<file path="config.mk">
export PLATFORM = sky130hd
export DESIGN_NAME = stbs_ctrl
export DESIGN_NICKNAME = d
export VERILOG_FILES = /design/src/hw/rtl/stbs_pkg.sv /design/src/hw/rtl/stbs_ctrl.sv
export SDC_FILE = /design/constraint.sdc
export NUM_CORES = 1
export LEC_CHECK = 0
export BUFFER_PORTS_ARGS = -buffer_cell sky130_fd_sc_hd__buf_4
export CORE_AREA = 5 5 42 44
export DETAILED_ROUTE_END_ITERATION = 10
export DIE_AREA = 0 0 47 49
export RECOVER_POWER = 50
export SLEW_MARGIN = 25
export SYNTH_ARGS = -nofsm -noshare
export SYNTH_HDL_FRONTEND = slang
export SYNTH_SLANG_ARGS = --single-unit
</file>
<file path="constraint.sdc">
create_clock -name clk -period 2.2 [get_ports clk]
set_clock_uncertainty 0.15 [all_clocks]
set_input_delay 0.11 -clock clk [delete_from_list [all_inputs] [get_ports clk]]
set_output_delay 0.11 -clock clk [all_outputs]
set_load 0.03 [all_outputs]
</file>
<file path="src/hw/rtl/stbs_pkg.sv">
// shared types and codes for the sorted table search block
package stbs_pkg;

  // input command codes
  localparam logic CMD_WRITE  = 1'b0;
  localparam logic CMD_SEARCH = 1'b1;

  typedef enum logic [2:0] {
    ST_IDLE,
    ST_CHK_FIRST,
    ST_CHK_LAST,
    ST_PROBE,
    ST_DONE
  } state_t;

  // source of the table read address
  typedef enum logic [1:0] {
    ADDR_FIRST,
    ADDR_LAST,
    ADDR_INIT_MID,
    ADDR_NEXT_MID
  } addr_sel_t;

  typedef struct packed {
    logic      load;
    logic      write;
    logic      init_bounds;
    logic      probe;
    addr_sel_t addr_sel;
  } stbs_cmd_t;

  typedef struct packed {
    logic count_zero;
    logic key_ge_data;
    logic key_le_data;
    logic more;
  } stbs_status_t;

endpackage

</file>
<file path="src/hw/rtl/stbs_ctrl.sv">
// controller state machine for the sorted table search
module stbs_ctrl (
  input  logic                  clk,
  input  logic                  rst,
  input  logic                  start,
  input  logic                  command,
  input  stbs_pkg::stbs_status_t status,
  output stbs_pkg::stbs_cmd_t    cmd,
  output logic                  busy,
  output logic                  result_valid
);

  stbs_pkg::state_t state;
  stbs_pkg::state_t state_next;

  always_ff @(posedge clk) begin
    if (rst) begin
      state <= stbs_pkg::ST_IDLE;
    end else begin
      state <= state_next;
    end
  end

  always_comb begin
    state_next = state;
    case (state)
      stbs_pkg::ST_IDLE: begin
        if (start && command == stbs_pkg::CMD_SEARCH) begin
          state_next = status.count_zero ? stbs_pkg::ST_DONE : stbs_pkg::ST_CHK_FIRST;
        end
      end
      stbs_pkg::ST_CHK_FIRST: begin
        state_next = status.key_ge_data ? stbs_pkg::ST_CHK_LAST : stbs_pkg::ST_DONE;
      end
      stbs_pkg::ST_CHK_LAST: begin
        state_next = status.key_le_data ? stbs_pkg::ST_PROBE : stbs_pkg::ST_DONE;
      end
      stbs_pkg::ST_PROBE: begin
        state_next = status.more ? stbs_pkg::ST_PROBE : stbs_pkg::ST_DONE;
      end
      stbs_pkg::ST_DONE: begin
        state_next = stbs_pkg::ST_IDLE;
      end
      default: begin
        state_next = stbs_pkg::ST_IDLE;
      end
    endcase
  end

  always_comb begin
    cmd          = '0;
    cmd.addr_sel = stbs_pkg::ADDR_FIRST;
    busy         = 1'b1;
    result_valid = 1'b0;
    case (state)
      stbs_pkg::ST_IDLE: begin
        busy = 1'b0;
        if (start) begin
          cmd.load  = (command == stbs_pkg::CMD_SEARCH);
          cmd.write = (command == stbs_pkg::CMD_WRITE);
        end
      end
      stbs_pkg::ST_CHK_FIRST: begin
        cmd.addr_sel = stbs_pkg::ADDR_LAST;
      end
      stbs_pkg::ST_CHK_LAST: begin
        cmd.init_bounds = 1'b1;
        cmd.addr_sel    = stbs_pkg::ADDR_INIT_MID;
      end
      stbs_pkg::ST_PROBE: begin
        cmd.probe    = 1'b1;
        cmd.addr_sel = stbs_pkg::ADDR_NEXT_MID;
      end
      stbs_pkg::ST_DONE: begin
        result_valid = 1'b1;
      end
      default: begin
        busy = 1'b1;
      end
    endcase
  end

  // a result strobe lasts one cycle and is followed by idle
  a_done_one_cycle: assert property (@(posedge clk) disable iff (rst)
    result_valid |=> !result_valid && !busy)
    else $error("result strobe not followed by idle");

  // bound init and probe commands are issued only while searching, not with the result strobe
  a_probe_only_busy: assert property (@(posedge clk) disable iff (rst)
    (cmd.probe || cmd.init_bounds) |-> busy && !result_valid)
    else $error("search step issued outside a search");

endmodule

</file>
# Word level (Yosys, flattened, before mapping)

Index checks and enable logic that the tools add are counted.

Flip-flop bits (word level): 3

Bitwise gates (word level): 1
Reductions and logical operators: 2
Equal/unequal tests: 5
Mux-type cells: 13

Operators by type and width:

| cell                                                | count |
|---|---|
| 2-to-1 mux 3 bit                                    | 5 |
| one-hot mux 3 bit (4 select lines)                  | 1 |
| equality test 3 x 2 -> 1 bit, second input constant | 2 |
| one-hot mux 2 bit (3 select lines)                  | 1 |
| 2-to-1 mux 1 bit                                    | 4 |
| 2-to-1 mux 2 bit                                    | 2 |
| equality test 3 x 1 -> 1 bit, second input constant | 1 |
| equality test 3 bit, second input constant          | 1 |
| zero test 3 bit                                     | 1 |
| inequality test 2 bit, second input constant        | 1 |
| logical AND 1 bit                                   | 1 |
| inverter 1 bit                                      | 1 |

# Longest topological paths before layout

Depth in word-level cells: 3
Gate-level depth with buffers: 4

# Least setup slack after synthesis

No wires, ideal clock.

Path type: reg-to-output
Start point: register state[1]
End point: output port cmd[3] in the netlist's numbering
Stages on the path, launching flop included: 3
Arrival: 1.493 ns
Path slack: 0.447 ns
Buffers on the path: 0
Data required time: 1.940 ns
Path through: dfxtp_1 > nor2b_1 > nor2b_1

RTL lines:

| what                   | RTL line        | RTL |
|---|---|---|
| from (decl)            | stbs_ctrl.sv:13 | `stbs_pkg::state_t state;` |
| from (signal assigned) | stbs_ctrl.sv:18 | `state <= stbs_pkg::ST_IDLE;` |
| from (signal assigned) | stbs_ctrl.sv:20 | `state <= state_next;` |
| to (decl)              | stbs_ctrl.sv:8  | `output stbs_pkg::stbs_cmd_t cmd,` |

==> run_results.csv <==
group,metric,value,unit
pwr,power_frac_comb,0.209,
routing,drc,0,
sta,period_minus_slack,1.533,ns
sta,max_freq,652.5,MHz
sta,worst_slew_pin_slew,0.3763,ns
synth,yosys_warnings,0,
routing,via_count,239,
pwr,power.internal,0.0001450,W
pwr,p_seq_frac,0.297,
sta,rsz0062_at_grt,"false",
run_status,status,"finished clean",
routing,first_pass_iters,2,
finish,nFillCells,159,
grt,gr-total-overflow,0,
critical_path,endpoint_kind,"output pin",
pwr,p_leak,0.1830,nW
critical_path,critical_path_class,"reg -> out",
pwr,switchingPower,0.00005320,W
synth,ys_types,17,
finish,n_antenna_cell,0,
sta,tns,0,ns
clock_network,cts.path.max_buffers,2,
synth,ys_ff_latch,3,
grt,grt_start_max_net_pins,11,
routing,wirelength,587,um
grt,grt_usage,0.05278,
clock_network,ctsHtreeMaxLevel,1,
synth,syn-cell-area,211.5,um^2
finish,reg.largest.list,"state x3",
finish,fin_nets,54,
finish,regMostFlops,"state",
critical_path,required,1.94,ns
finish,largest_register_ffs,3,
critical_path,worst-path-max-fanout,10,
synth,synth_edf_count,0,
routing,drt-initial-drc-count,8,
sta,hold_viol_final,0,
synth,ys.flop_type,"dfxtp_1",
sta,finalMaxSlewViolations,0,
place,portBuffers,15,
synth,syn_nets,34,
synth,async_reset_ff_frac,0,
synth,synthCells,26,
finish,area_delta_synth_final,68.64,%
floorplan,row_count,14,
sta,finalCritPeriodShare,0.6966,
routing,ant_nets,0,
clock_network,root_buffer,"clkbuf_4",
clock_network,clk_pin_slew_worst_paths,0.04,ns
floorplan,die_w,47,um
floorplan,num_io_pins,16,
critical_path,cp.arrival,1.27,ns
synth,synth.avg_cell_area,8.133,um^2
sta,setup_viol,0,
worst_hold_path,hold_path_class,"in -> reg",
finish,drive_gt1_frac,0.4000,
run,drv_cap,0,
sta,slew_headroom,0.7502,
synth,seq_area_frac_synth,0.2840,
finish,layout_commonest_cell,"buf_4",
place,routabilityCongestion,0.6269,
clock_network,cts_buffers,3,
pwr,clock_power_share,0.494,
critical_path,worstSetupStartpointType,"register",
pwr,powerDensity,555.7,nW/um^2
floorplan,die_area,2303,um^2
grt,antenna_found_initial,0,
grt,grt_pass1_vias,184,
routing,post_drt_wl_per_cell,9.623,um
pwr,irDropWorstVdd,285.8,uV
clock_network,cts_tree,"yes",
sta,fin_hold_ws,0.1019,ns
floorplan,initial_core_util,0.1509,
clock_network,clock_latency,0.23,ns
routing,vias_per_cell,3.918,
pwr,swShare,0.2685,
floorplan,die_h,49,um
floorplan,core,1401,um^2
grt,grt_pass1_wl,779,um
clock_network,cts.sinks,3,
## power groups by stage
stage,Clock (W),Sequential [W],Combinational (W)
3_3_place_gp,0,0.0000597,0.0000432
4_1_cts,0.000104,0.0000589,0.0000449
2_1_floorplan,0,0.0000580,0.0000251
6_report,0.0000979,0.0000588,0.0000415
5_1_grt,0.000114,0.0000590,0.0000449
3_5_place_dp,0,0.0000598,0.0000433
## worst max-delay path, stage by stage (launching register included)
cell	delay (ns)
dfxtp_1	0.37
nor3_1	0.31
and3_1	0.20
buf_4	0.15
## kinds of logic (layout without fill, tap and decap cells)
group | Yosys count | after routing | synth area share
flops | 3 | 3 | 0.2840
compound gates | 4 | 4 | 0.1538
simple gates | 16 | 16 | 0.4556
buf+inv | 2 | 21 | 0.05325
mux | 1 | 1 | 0.05325
## Yosys cell counts, types with 2 or more instances
master	instances	area share
nor2b_1	3	0.089
dfxtp_1	3	0.28
a21oi_1	2	0.047
nor3b_1	2	0.071
nand2_1	3	0.053
and3_1	2	0.059
## per-layer routing
layer  up-vias  GRT usage  part of all wire
met5         -          0                 0
met4         0    0.01382                 0
met3         0    0.06642              0.19
met2        15    0.06109              0.40
met1        96    0.05921              0.41
li1        128          -                 -
## cell type report
type | count | area (um^2) | share of cell area
Clock buffer | 4 | 26.28 | 0.07368
Multi-Input combinational cell | 21 | 131.4 | 0.3684
Inverter | 1 | 3.754 | 0.01053
Sequential cell | 3 | 60.06 | 0.1684
Tap cell | 16 | 20.02 | 0.05614
Timing Repair Buffer | 16 | 115.1 | 0.3228
## repair_timing
item,in CTS,in global routing
hold endpoints to repair,2,0
resized for setup,0,0
hold buffers,1,0
buffers inserted,0,0
## final timing paths
path / slack [ns] / cells past startpoint / startpoint / endpoint
worst min-delay path: 0.10 / 4 / status[1] / state[1]$_SDFFE_PP0P_
worst max-delay path: 0.67 / 3 / state[0]$_SDFFE_PP0P_ / cmd[5]
worst min register to register: 0.42 / 2 / state[0]$_SDFFE_PP0P_ / state[1]$_SDFFE_PP0P_
worst max register to register: 0.78 / 3 / state[0]$_SDFFE_PP0P_ / state[0]$_SDFFE_PP0P_
## per-stage QoR
stage	instance area (um^2)	power (W)	util	instances	setup WS, ns
floorplan	211.5	0.00008310	-	26	0.4466
global placement	336.6	0.0001029	0.2402	56	0.8861
detailed placement	336.6	0.0001031	0.2402	56	0.8858
CTS	372.9	0.0002073	0.2661	61	0.6324
global route	356.6	0.0002181	0.2545	61	0.5164
finish	356.6	0.0001982	0.2545	61	0.6674
No activity file was read; power rests on OpenSTA's default activity.
